===== config.mk =====
export PLATFORM = sky130hd
export DESIGN_NAME = packet_buffer_start_scheduler_unit
export DESIGN_NICKNAME = d
export VERILOG_FILES = /design/src/rtl/core/pbss_pkg.sv /design/src/rtl/core/pbss_ctrl.sv /design/src/rtl/core/pbss_dpath.sv /design/src/rtl/core/packet_buffer_start_scheduler_unit.sv
export SDC_FILE = /design/constraint.sdc
export NUM_CORES = 2
export LEC_CHECK = 0
export ABC_CLOCK_PERIOD_IN_PS = 7300
export BUFFER_PORTS_ARGS = -buffer_cell sky130_fd_sc_hd__buf_2
export CORE_MARGIN = 2
export CORE_UTILIZATION = 39
export DETAILED_ROUTE_END_ITERATION = 7
export GPL_ROUTABILITY_DRIVEN = 0
export PLACE_DENSITY_LB_ADDON = 0.25
export SLEW_MARGIN = 0
export SYNTH_ARGS = -nofsm -noshare
export SYNTH_HDL_FRONTEND = slang
export SYNTH_SLANG_ARGS = --single-unit

===== constraint.sdc =====
create_clock -name clk -period 7.3 [get_ports clk]
set_input_delay 1.46 -clock clk [delete_from_list [all_inputs] [get_ports clk]]
set_output_delay 1.46 -clock clk [all_outputs]
set_load 0.01 [all_outputs]

===== src/rtl/core/pbss_pkg.sv =====
// Shared constants and controller/datapath interface types for the packet
// buffer start scheduler. No dependencies.
package pbss_pkg;

  localparam int BUFFER_DEPTH = 64;
  localparam int IDX_W        = $clog2(BUFFER_DEPTH);
  localparam int OCC_W        = $clog2(BUFFER_DEPTH + 1);
  localparam int TIME_W       = 32;
  localparam int DUR_W        = 16;
  localparam int SIZE_W       = 7;
  localparam int LIM_W        = (OCC_W > SIZE_W) ? OCC_W : SIZE_W;
  localparam int PADDR_W      = 3;
  localparam int PDATA_W      = 32;

  localparam logic [SIZE_W-1:0] SIZE_RESET = SIZE_W'(64);

  // register index carried in paddr[PADDR_W-1:2]
  localparam logic REG_BUFFER_SIZE = 1'b0;

  typedef enum logic {
    ST_IDLE,
    ST_SCAN
  } pbss_state_t;

  typedef struct packed {
    logic load;    // capture the incoming word
    logic pop;     // retire the head entry
    logic finish;  // decide, emit the result, append the finish time
  } pbss_cmd_t;

  typedef struct packed {
    logic head_expired;  // buffer not empty and head finish <= arrival
  } pbss_status_t;

endpackage


===== src/rtl/core/pbss_ctrl.sv =====
// Controller state machine for the packet buffer start scheduler.
// Depends on pbss_pkg.
module pbss_ctrl (
  input  logic                  clk,
  input  logic                  rst_n,
  input  logic                  start,
  input  pbss_pkg::pbss_status_t status,
  output pbss_pkg::pbss_cmd_t    cmd,
  output logic                  busy
);

  pbss_pkg::pbss_state_t state_r;
  pbss_pkg::pbss_state_t state_nxt;

  always_ff @(posedge clk) begin
    if (!rst_n) begin
      state_r <= pbss_pkg::ST_IDLE;
    end else begin
      state_r <= state_nxt;
    end
  end

  always_comb begin
    state_nxt = state_r;
    case (state_r)
      pbss_pkg::ST_IDLE: begin
        if (start) state_nxt = pbss_pkg::ST_SCAN;
      end
      pbss_pkg::ST_SCAN: begin
        if (!status.head_expired) state_nxt = pbss_pkg::ST_IDLE;
      end
      default: state_nxt = pbss_pkg::ST_IDLE;
    endcase
  end

  always_comb begin
    cmd  = '0;
    busy = 1'b0;
    case (state_r)
      pbss_pkg::ST_IDLE: begin
        cmd.load = start;
      end
      pbss_pkg::ST_SCAN: begin
        busy       = 1'b1;
        cmd.pop    = status.head_expired;
        cmd.finish = !status.head_expired;
      end
      default: busy = 1'b0;
    endcase
  end

endmodule


===== src/rtl/core/pbss_dpath.sv =====
// Datapath of the packet buffer start scheduler: finish-time ring memory,
// head/tail/occupancy pointers, start-time decision and result registers.
// Depends on pbss_pkg.
module pbss_dpath (
  input  logic                              clk,
  input  logic                              rst_n,
  input  pbss_pkg::pbss_cmd_t               cmd,
  output pbss_pkg::pbss_status_t            status,
  input  logic [pbss_pkg::SIZE_W-1:0]       buffer_size,
  input  logic [pbss_pkg::TIME_W-1:0]       in_arrival_time,
  input  logic [pbss_pkg::DUR_W-1:0]        in_duration,
  output logic                              out_valid,
  output logic [pbss_pkg::TIME_W-1:0]       out_start_time,
  output logic                              out_dropped
);

  logic [pbss_pkg::TIME_W-1:0] ring_mem [pbss_pkg::BUFFER_DEPTH];

  logic [pbss_pkg::TIME_W-1:0] arrival_r;
  logic [pbss_pkg::DUR_W-1:0]  duration_r;
  logic [pbss_pkg::TIME_W-1:0] rd_data_r;
  logic [pbss_pkg::TIME_W-1:0] last_finish_r;
  logic [pbss_pkg::IDX_W-1:0]  head_r, head_nxt;
  logic [pbss_pkg::IDX_W-1:0]  tail_r, tail_nxt;
  logic [pbss_pkg::OCC_W-1:0]  occ_r, occ_nxt;
  logic                        out_valid_r;
  logic [pbss_pkg::TIME_W-1:0] out_start_r;
  logic                        out_dropped_r;

  logic [pbss_pkg::IDX_W-1:0]  head_inc, tail_inc, rd_addr;
  logic                        occ_zero;
  logic [pbss_pkg::LIM_W-1:0]  size_ext, limit;
  logic                        full;
  logic [pbss_pkg::TIME_W-1:0] start_sel;
  logic [pbss_pkg::TIME_W:0]   sum;
  logic [pbss_pkg::TIME_W-1:0] finish_time;
  logic                        append;

  localparam logic [pbss_pkg::IDX_W-1:0] LAST_IDX =
    pbss_pkg::IDX_W'(pbss_pkg::BUFFER_DEPTH - 1);
  localparam logic [pbss_pkg::LIM_W-1:0] DEPTH_LIM =
    pbss_pkg::LIM_W'(pbss_pkg::BUFFER_DEPTH);

  assign head_inc = (head_r == LAST_IDX) ? '0 : head_r + 1'b1;
  assign tail_inc = (tail_r == LAST_IDX) ? '0 : tail_r + 1'b1;
  assign occ_zero = (occ_r == '0);

  assign status.head_expired = !occ_zero && (rd_data_r <= arrival_r);

  // effective limit: size clamped into 1..depth
  assign size_ext = pbss_pkg::LIM_W'(buffer_size);
  always_comb begin
    if (size_ext == '0)          limit = pbss_pkg::LIM_W'(1);
    else if (size_ext > DEPTH_LIM) limit = DEPTH_LIM;
    else                         limit = size_ext;
  end

  assign full      = !occ_zero && (pbss_pkg::LIM_W'(occ_r) >= limit);
  assign start_sel = occ_zero ? arrival_r : last_finish_r;
  assign sum       = {1'b0, start_sel} + {{(pbss_pkg::TIME_W + 1 - pbss_pkg::DUR_W){1'b0}},
                     duration_r};
  assign finish_time = sum[pbss_pkg::TIME_W] ? '1 : sum[pbss_pkg::TIME_W-1:0];
  assign append      = cmd.finish && !full;

  // read address follows the head one step ahead so the data is ready next cycle
  assign rd_addr = cmd.pop ? head_inc : head_r;

  always_comb begin
    head_nxt = cmd.pop ? head_inc : head_r;
    tail_nxt = append ? tail_inc : tail_r;
    occ_nxt  = occ_r;
    if (cmd.pop)     occ_nxt = occ_r - 1'b1;
    else if (append) occ_nxt = occ_r + 1'b1;
  end

  always_ff @(posedge clk) begin
    rd_data_r <= ring_mem[rd_addr];
    if (append) ring_mem[tail_r] <= finish_time;
  end

  always_ff @(posedge clk) begin
    if (!rst_n) begin
      head_r      <= '0;
      tail_r      <= '0;
      occ_r       <= '0;
      out_valid_r <= 1'b0;
    end else begin
      head_r      <= head_nxt;
      tail_r      <= tail_nxt;
      occ_r       <= occ_nxt;
      out_valid_r <= cmd.finish;
    end
  end

  always_ff @(posedge clk) begin
    if (cmd.load) begin
      arrival_r  <= in_arrival_time;
      duration_r <= in_duration;
    end
    if (append) last_finish_r <= finish_time;
    if (cmd.finish) begin
      out_start_r   <= full ? '0 : start_sel;
      out_dropped_r <= full;
    end
  end

  assign out_valid      = out_valid_r;
  assign out_start_time = out_start_r;
  assign out_dropped    = out_dropped_r;

endmodule


===== src/rtl/core/packet_buffer_start_scheduler_unit.sv =====
// Top level of the packet buffer start scheduler: configuration port,
// controller and datapath. Depends on pbss_pkg, pbss_ctrl, pbss_dpath.

// Packet buffer start scheduler. Give a packet word (arrival time, duration)
// with start high while busy is low; the block then removes every buffered
// packet whose finish time is at or before the arrival, and emits one result
// word on out_start_time/out_dropped marked by a single-cycle out_valid
// strobe. The receiver cannot stall: take each result in the cycle it is
// shown. A packet is captured, then retires its expired buffered entries,
// then is decided; the head entry is read from the finish-time ring one
// per cycle, and every entry is retired once. The result is shown in the
// first cycle that busy is low again, and the next word may be given in
// that same cycle. buffer_size (register 0, byte address 0) is clamped
// into 1..64 and may be written only while busy is low; lowering it below
// the current fill keeps held packets and drops new ones until enough
// expire.
module packet_buffer_start_scheduler_unit (
  input  logic                          clk,
  input  logic                          rst_n,
  // packet input
  input  logic                          start,
  output logic                          busy,
  input  logic [pbss_pkg::TIME_W-1:0]   in_arrival_time,
  input  logic [pbss_pkg::DUR_W-1:0]    in_duration,
  // result output
  output logic                          out_valid,
  output logic [pbss_pkg::TIME_W-1:0]   out_start_time,
  output logic                          out_dropped,
  // configuration port
  input  logic                          psel,
  input  logic                          penable,
  input  logic                          pwrite,
  input  logic [pbss_pkg::PADDR_W-1:0]  paddr,
  input  logic [pbss_pkg::PDATA_W-1:0]  pwdata,
  output logic [pbss_pkg::PDATA_W-1:0]  prdata,
  output logic                          pready
);

  logic [pbss_pkg::SIZE_W-1:0] buffer_size_r;
  logic                        cfg_wr;
  logic                        cfg_sel_size;
  pbss_pkg::pbss_cmd_t         cmd;
  pbss_pkg::pbss_status_t      status;

  // Zero-wait-state port: every access completes in its access phase.
  assign pready       = 1'b1;
  assign cfg_sel_size = (paddr[pbss_pkg::PADDR_W-1:2] == pbss_pkg::REG_BUFFER_SIZE);
  assign cfg_wr       = psel && penable && pwrite && pready;

  // Hold the buffer size; writes to unmapped addresses drop silently.
  always_ff @(posedge clk) begin
    if (!rst_n) begin
      buffer_size_r <= pbss_pkg::SIZE_RESET;
    end else if (cfg_wr && cfg_sel_size) begin
      buffer_size_r <= pwdata[pbss_pkg::SIZE_W-1:0];
    end
  end

  assign prdata = cfg_sel_size ? pbss_pkg::PDATA_W'(buffer_size_r) : '0;

  // Sequence each packet: capture, retire expired entries, decide.
  pbss_ctrl u_ctrl (
    .clk    (clk),
    .rst_n  (rst_n),
    .start  (start),
    .status (status),
    .cmd    (cmd),
    .busy   (busy)
  );

  // Ring of finish times, pointers and result registers.
  pbss_dpath u_dpath (
    .clk             (clk),
    .rst_n           (rst_n),
    .cmd             (cmd),
    .status          (status),
    .buffer_size     (buffer_size_r),
    .in_arrival_time (in_arrival_time),
    .in_duration     (in_duration),
    .out_valid       (out_valid),
    .out_start_time  (out_start_time),
    .out_dropped     (out_dropped)
  );

endmodule

# Yosys cells after proc, flatten, opt, wreduce, memory -nomap -nowiden
# Memory sizes are Yosys's and may differ from the RTL's. A register that Yosys moved wholly into a read port is not among the register bits.
# Cells that the tools add are included.
[totals]
out_inout_bits = 68
word_cells = 54
mem_bits_rw = 2048
mem_count = 1
in_bits = 89
reg_bits = 141
[classes]
mux = 18
n_bitwise = 2
order_cmp = 3
add_sub_neg = 5
reduce_logical = 12
eq_ne = 2
[memory_table]
columns = ["name", "depth", "word_bits", "rd", "rd_clocked_by_memory_dff", "wr", "line_no", "rtl"]
rows = [
  ["u_dpath.ring_mem", 64, 32, 1, 1, 1, "pbss_dpath.sv:17", "logic [pbss_pkg::TIME_W-1:0] ring_mem [pbss_pkg::BUFFER_DEPTH];"],
]
[ops]
columns = ["op", "count"]
rows = [
  ["two-way mux 32 bit", 2],
  ["two-way mux 7 bit", 5],
  ["adder 32 x 16 -> 33 bit", 1],
  ["less-or-equal comparator 32 bit", 1],
  ["two-way mux 6 bit", 3],
  ["zero test 7 bit", 2],
  ["adder 6 x 1 -> 6 bit, second input constant", 2],
  ["equality test 6 bit, second input constant", 2],
  ["adder 7 x 1 -> 7 bit, second input constant", 1],
  ["greater-or-equal comparator 7 bit", 1],
  ["> comparator 7 bit, second input constant", 1],
  ["subtractor 7 x 1 -> 7 bit, second input constant", 1],
  ["logical AND 1 bit", 6],
  ["two-way mux 1 bit", 6],
  ["zero test 1 bit", 3],
  ["two-way mux 2 bit", 1],
  ["NOT 1 bit", 2],
  ["case mux 1 bit (2 select lines)", 1],
  ["nonzero test 2 bit", 1],
]

# Depth between registers and ports, before layout
[depth]
ltp_word = 9
mapped_depth = 23
depth_no_buf = 19

# Cells and area by module
# Synthesis repeated with hierarchy kept, for this count alone.
[unflattened]
cells_unflattened = 5129
area_unflattened_um2 = 87113.5
[modules_own_cells]
columns = ["module", "cells_per_inst", "area_per_inst_um2", "instances"]
rows = [
  ["pbss_dpath", 5058, 86508.0, 1],
  ["packet_buffer_start_scheduler_unit", 66, 556.8, 1],
  ["pbss_ctrl", 5, 48.8, 1],
]

# Least setup slack after synthesis
# Ideal clock, no wire load.
[synth_path]
path_type = "flip-flop to flip-flop"
startpoint = "reg u_dpath.occ_r[1] in the netlist's numbering"
endpoint = "reg u_dpath.last_finish_r[19] in the netlist's numbering, data pin"
arrival_ns = 7.067
period_less_slack_ns = 7.776
path_stages_with_launch = 24
n_path_buf = 5
path_slack_ns = -0.476
cell_sequence = "dfxtp_1 nor3_1 nand2_1 clkbuf_1 clkbuf_1 clkbuf_1 buf_1 nor2_1 a21oi_1 inv_1 ha_1 a21o_1 a21oi_1 o21ai_0 a21oi_1 o21bai_1 nand4_1 a31oi_1 a41oi_1 o21a_1 or2_2 clkbuf_1 o21a_1 o21ai_0"
[synth_via]
elab_chain_cells = 4
[synth_rtl]
columns = ["element", "line_no", "rtl"]
rows = [
  ["start: declaration", "pbss_dpath.sv:25", "logic [pbss_pkg::OCC_W-1:0] occ_r, occ_nxt;"],
  ["start signal: assignment", "pbss_dpath.sv:90", "occ_r <= occ_nxt;"],
  ["zero test 7 bit", "pbss_dpath.sv:46", "assign occ_zero = (occ_r == '0);"],
  ["two-way mux 32 bit", "pbss_dpath.sv:59", "assign start_sel = occ_zero ? arrival_r : last_finish_r;"],
  ["net u_dpath.start_sel (one bit)", "pbss_dpath.sv:34", "logic [pbss_pkg::TIME_W-1:0] start_sel;"],
  ["adder 32 x 16 -> 33 bit", "pbss_dpath.sv:60", "assign sum = {1'b0, start_sel} + {{(pbss_pkg::TIME_W + 1 - pbss_pkg::DUR_W){1'b0}},"],
  ["two-way mux 32 bit", "pbss_dpath.sv:62", "assign finish_time = sum[pbss_pkg::TIME_W] ? '1 : sum[pbss_pkg::TIME_W-1:0];"],
  ["net u_dpath.finish_time (one bit)", "pbss_dpath.sv:36", "logic [pbss_pkg::TIME_W-1:0] finish_time;"],
  ["end signal: assignment", "pbss_dpath.sv:100", "if (append) last_finish_r <= finish_time;"],
  ["end: declaration", "pbss_dpath.sv:22", "logic [pbss_pkg::TIME_W-1:0] last_finish_r;"],
]
# The timed path passes the listed nets, and every way through them passes these cells.
# A chain may end at the register's enable or synchronous reset.

# Worst setup path after layout
[layout_path]
startpoint = "reg u_dpath.arrival_r[11] in the netlist's numbering"
endpoint = "reg u_dpath.rd_data_r[7] in the netlist's numbering (read register of u_dpath.ring_mem)"
[layout_via]
elab_chain_cells = 4
[layout_rtl]
columns = ["element", "line_no", "rtl"]
rows = [
  ["start: declaration", "pbss_dpath.sv:19", "logic [pbss_pkg::TIME_W-1:0] arrival_r;"],
  ["start signal: assignment", "pbss_dpath.sv:97", "arrival_r <= in_arrival_time;"],
  ["less-or-equal comparator 32 bit", "pbss_dpath.sv:48", "assign status.head_expired = !occ_zero && (rd_data_r <= arrival_r);"],
  ["logical AND 1 bit", "pbss_dpath.sv:48", ""],
  ["two-way mux 2 bit", "pbss_ctrl.sv:39", "case (state_r)"],
  ["two-way mux 6 bit", "pbss_dpath.sv:66", "assign rd_addr = cmd.pop ? head_inc : head_r;"],
  ["end: declaration", "pbss_dpath.sv:21", "logic [pbss_pkg::TIME_W-1:0] rd_data_r;"],
]
# No other way between the ends.

==> metrics.cfg <==
[power_and_ir_drop]
power.density_nw_per_um2 = 446
peakVddDrop_mv = 0.958
leakagePower_nw = 36.8
power.total_mw = 45.9

[clock_tree]
hold_buffers = 0
clk_latency_ns = 0.89
clockBufferDepth = 3
clkSinkCount = 2221
cts_setup_buffers = 0
htree_levels = 4
cts_root_buffer = clkbuf_16
cts_tree = done
numCtsBuffers = 220
cts_resized = 0
clkTransAtPathRegs_ns = 0.06

[routing]
drt-total-wl_um = 276000
antenna_left = 0
drc_errors = 0
viasPerCell = 5.73
wl_per_cell_um = 28.3
via_count = 55900
drt_pass1_iterations = 8
first_iter_violations = 6827

[critical_path]
cp_cell_sequence = inv_1 -> ha_1 -> nand4_1 -> nor4_1 -> nand3b_1 -> a21boi_1 -> a2111oi_4 -> buf_4 -> mux2i_4 -> buf_12 -> nand2_1 -> and3_1 -> a311oi_1 -> o22ai_1 -> a221oi_1 -> a31o_2
cp_slowest_stage_delay_ns = 1.09
start_kind = register
end_kind = register
cp.arrival_ns = 7.16
crit_slowest_cell = mux2i_4
path_max_fanout = 34
worst-path-buf-inv = 3
critPathKind = reg2reg
cp.required_ns = 8.07
critPathTopFamily = compound AO/OA/AOI/OAI gates

[floorplan]
die_w_um = 482
initial_core_util_pct = 39.2
rows = 175
fp.dieH_um = 482
core_sq_um = 227000
io_pins = 157
die_area_sq_um = 232000

[place]
dp.cells = 9326
hpwl_um = 159000
io_buffers = 103
place_ws_ns = 1.11
placed_area_sq_um = 95700

[synth]
yosys.area.top_type_share_pct = 72.9
synth.area.top_cells = edfxtp_1 73%, nand2_1 5.5%, mux2i_1 4.8%, nand3_1 2.5%, o221ai_1 1.5%
synth_area_leader_cell = edfxtp_1
yosysMostFrequentCell = edfxtp_1
synth-edff-count = 2161
ys_ff_latch = 2221
synth_common_cells = 2161 x edfxtp_1, 1306 x nand2_1, 444 x nand3_1
yosysUniqueCellTypes = 74
async_flop_share_pct = 0
ys_seq_area_share_pct = 74.3
ys.flop_type = edfxtp_1
synth_cells = 6265
synth_area_sq_um = 89000
ys_warn_count = 0
avgSynthCellArea_sq_um = 14.2

[sta]
setup_ws_ns = 0.914
setup_viol = 0
fmax_mhz = 157
fin_hold_ws_ns = 0.526
worst_pin_slew_ns = 1.42
hold_violations = 0
rsz0062_at_grt = false
fin_crit_sh_pct = 87.5
clock_skew_ns = 0.0493
slew_headroom_pct = 5.16
tns_ns = 0
slew_violations = 0
fin_crit_ns = 6.39

[layout]
fin_nets = 6692
stdcell_count = 9747
syn2layout_area_growth_pct = 15.6
drive_gt1_share_pct = 13.3
final_area_sq_um = 103000
utilization_pct = 45.3

[global_routing]
globalRouteOverflowTotal = 0
grt_usage_pct = 23.4
grt_pass1_wl_um = 391000
grt_max_degree = 115
grt_pass1_vias = 53700
antenna_found_initial = 16

[status]
outcome = finished, final reports clean

[min_path]
min_path_type = reg2reg

[flow_run]
cap_violations = 0

flip-flops by register name, indices dropped and copies added (netlist names), 6 cells and up:
name,cells
u_dpath.arrival_r,32
u_dpath.rd_data_r,32
u_dpath.head_r,6
u_dpath.tail_r,6
u_dpath.out_start_time,32
u_dpath.occ_r,7
u_dpath.ring_mem,2048
u_dpath.duration_r,16
buffer_size_r,7
u_dpath.last_finish_r,32
logic make-up after synthesis:
kind of cell,count (synthesis),share of synthesized area [%]
xor+xnor,30,0.295
compound gates,843,6.40
other cells,2,0.00844
fa+ha+maj,64,0.917
mux,437,4.99
flops,2221,74.3
buf+inv,466,2.40
simple gates,2202,10.7
worst paths after layout:
path / startpoint / end / slack (ns) / cells past startpoint
max: u_dpath.arrival_r[11] / u_dpath.rd_data_r[7] / 0.91 / 16
min: buffer_size_r[0] / buffer_size_r[0] / 0.53 / 2
max reg2reg: u_dpath.arrival_r[11] / u_dpath.rd_data_r[7] / 0.91 / 16
min reg2reg: buffer_size_r[0] / buffer_size_r[0] / 0.53 / 2
worst min-delay path, delay by kind of cell, from the launching register on:
family,cells,cell delay [ns]
DFF,1,0.34
muxes,1,0.07
and+or+nand+nor,1,0.07
cell usage in the layout (no fill, tap or decap), types with 13 or more instances in the layout:
cell	count
clkbuf_1	47
a21o_1	14
buf_2	103
bufinv_16	21
o22ai_1	97
o21ai_0	76
conb_1	26
mux2i_1	423
nor4_1	26
nor2b_1	27
buf_12	66
ha_1	62
buf_4	276
nand4_1	61
clkinv_2	43
a311oi_1	58
nor2_4	64
nand2_2	16
nand2_1	1290
nor2_1	90
o221ai_1	152
clkinv_1	53
nand3_1	444
clkbuf_16	223
a21oi_1	262
nor3_1	58
dfxtp_1	60
and3_1	68
inv_1	48
a41oi_1	19
a31oi_1	57
xor2_1	13
edfxtp_1	2161
xnor2_1	13
power breakdown:
group	switching [mW]	internal, mW
registers	0.212	20.1
clock network	4.94	6.38
logic	10.9	3.37
total	16.0	29.9
final cells by class:
class / instances / area (sq um)
Antenna cell: 10 / 25.0
Tap cell: 3009 / 3760
Clock inverter: 139 / 1390
Timing Repair Buffer: 445 / 3910
Clock buffer: 272 / 5780
Multi-Input combinational cell: 3602 / 21700
Inverter: 49 / 184
Sequential cell: 2221 / 66100
Fill cell: 19800 / 124000
metal layers:
metal  global-route usage [%]  share of wire (%)  wire, um
met5                        0              0.011        31
met4                     8.82                4.1     11200
met3                     3.68                8.5     23500
met2                     38.0                 47    130000
met1                     31.6                 40    111000
Power figures use the tool's default switching activity.
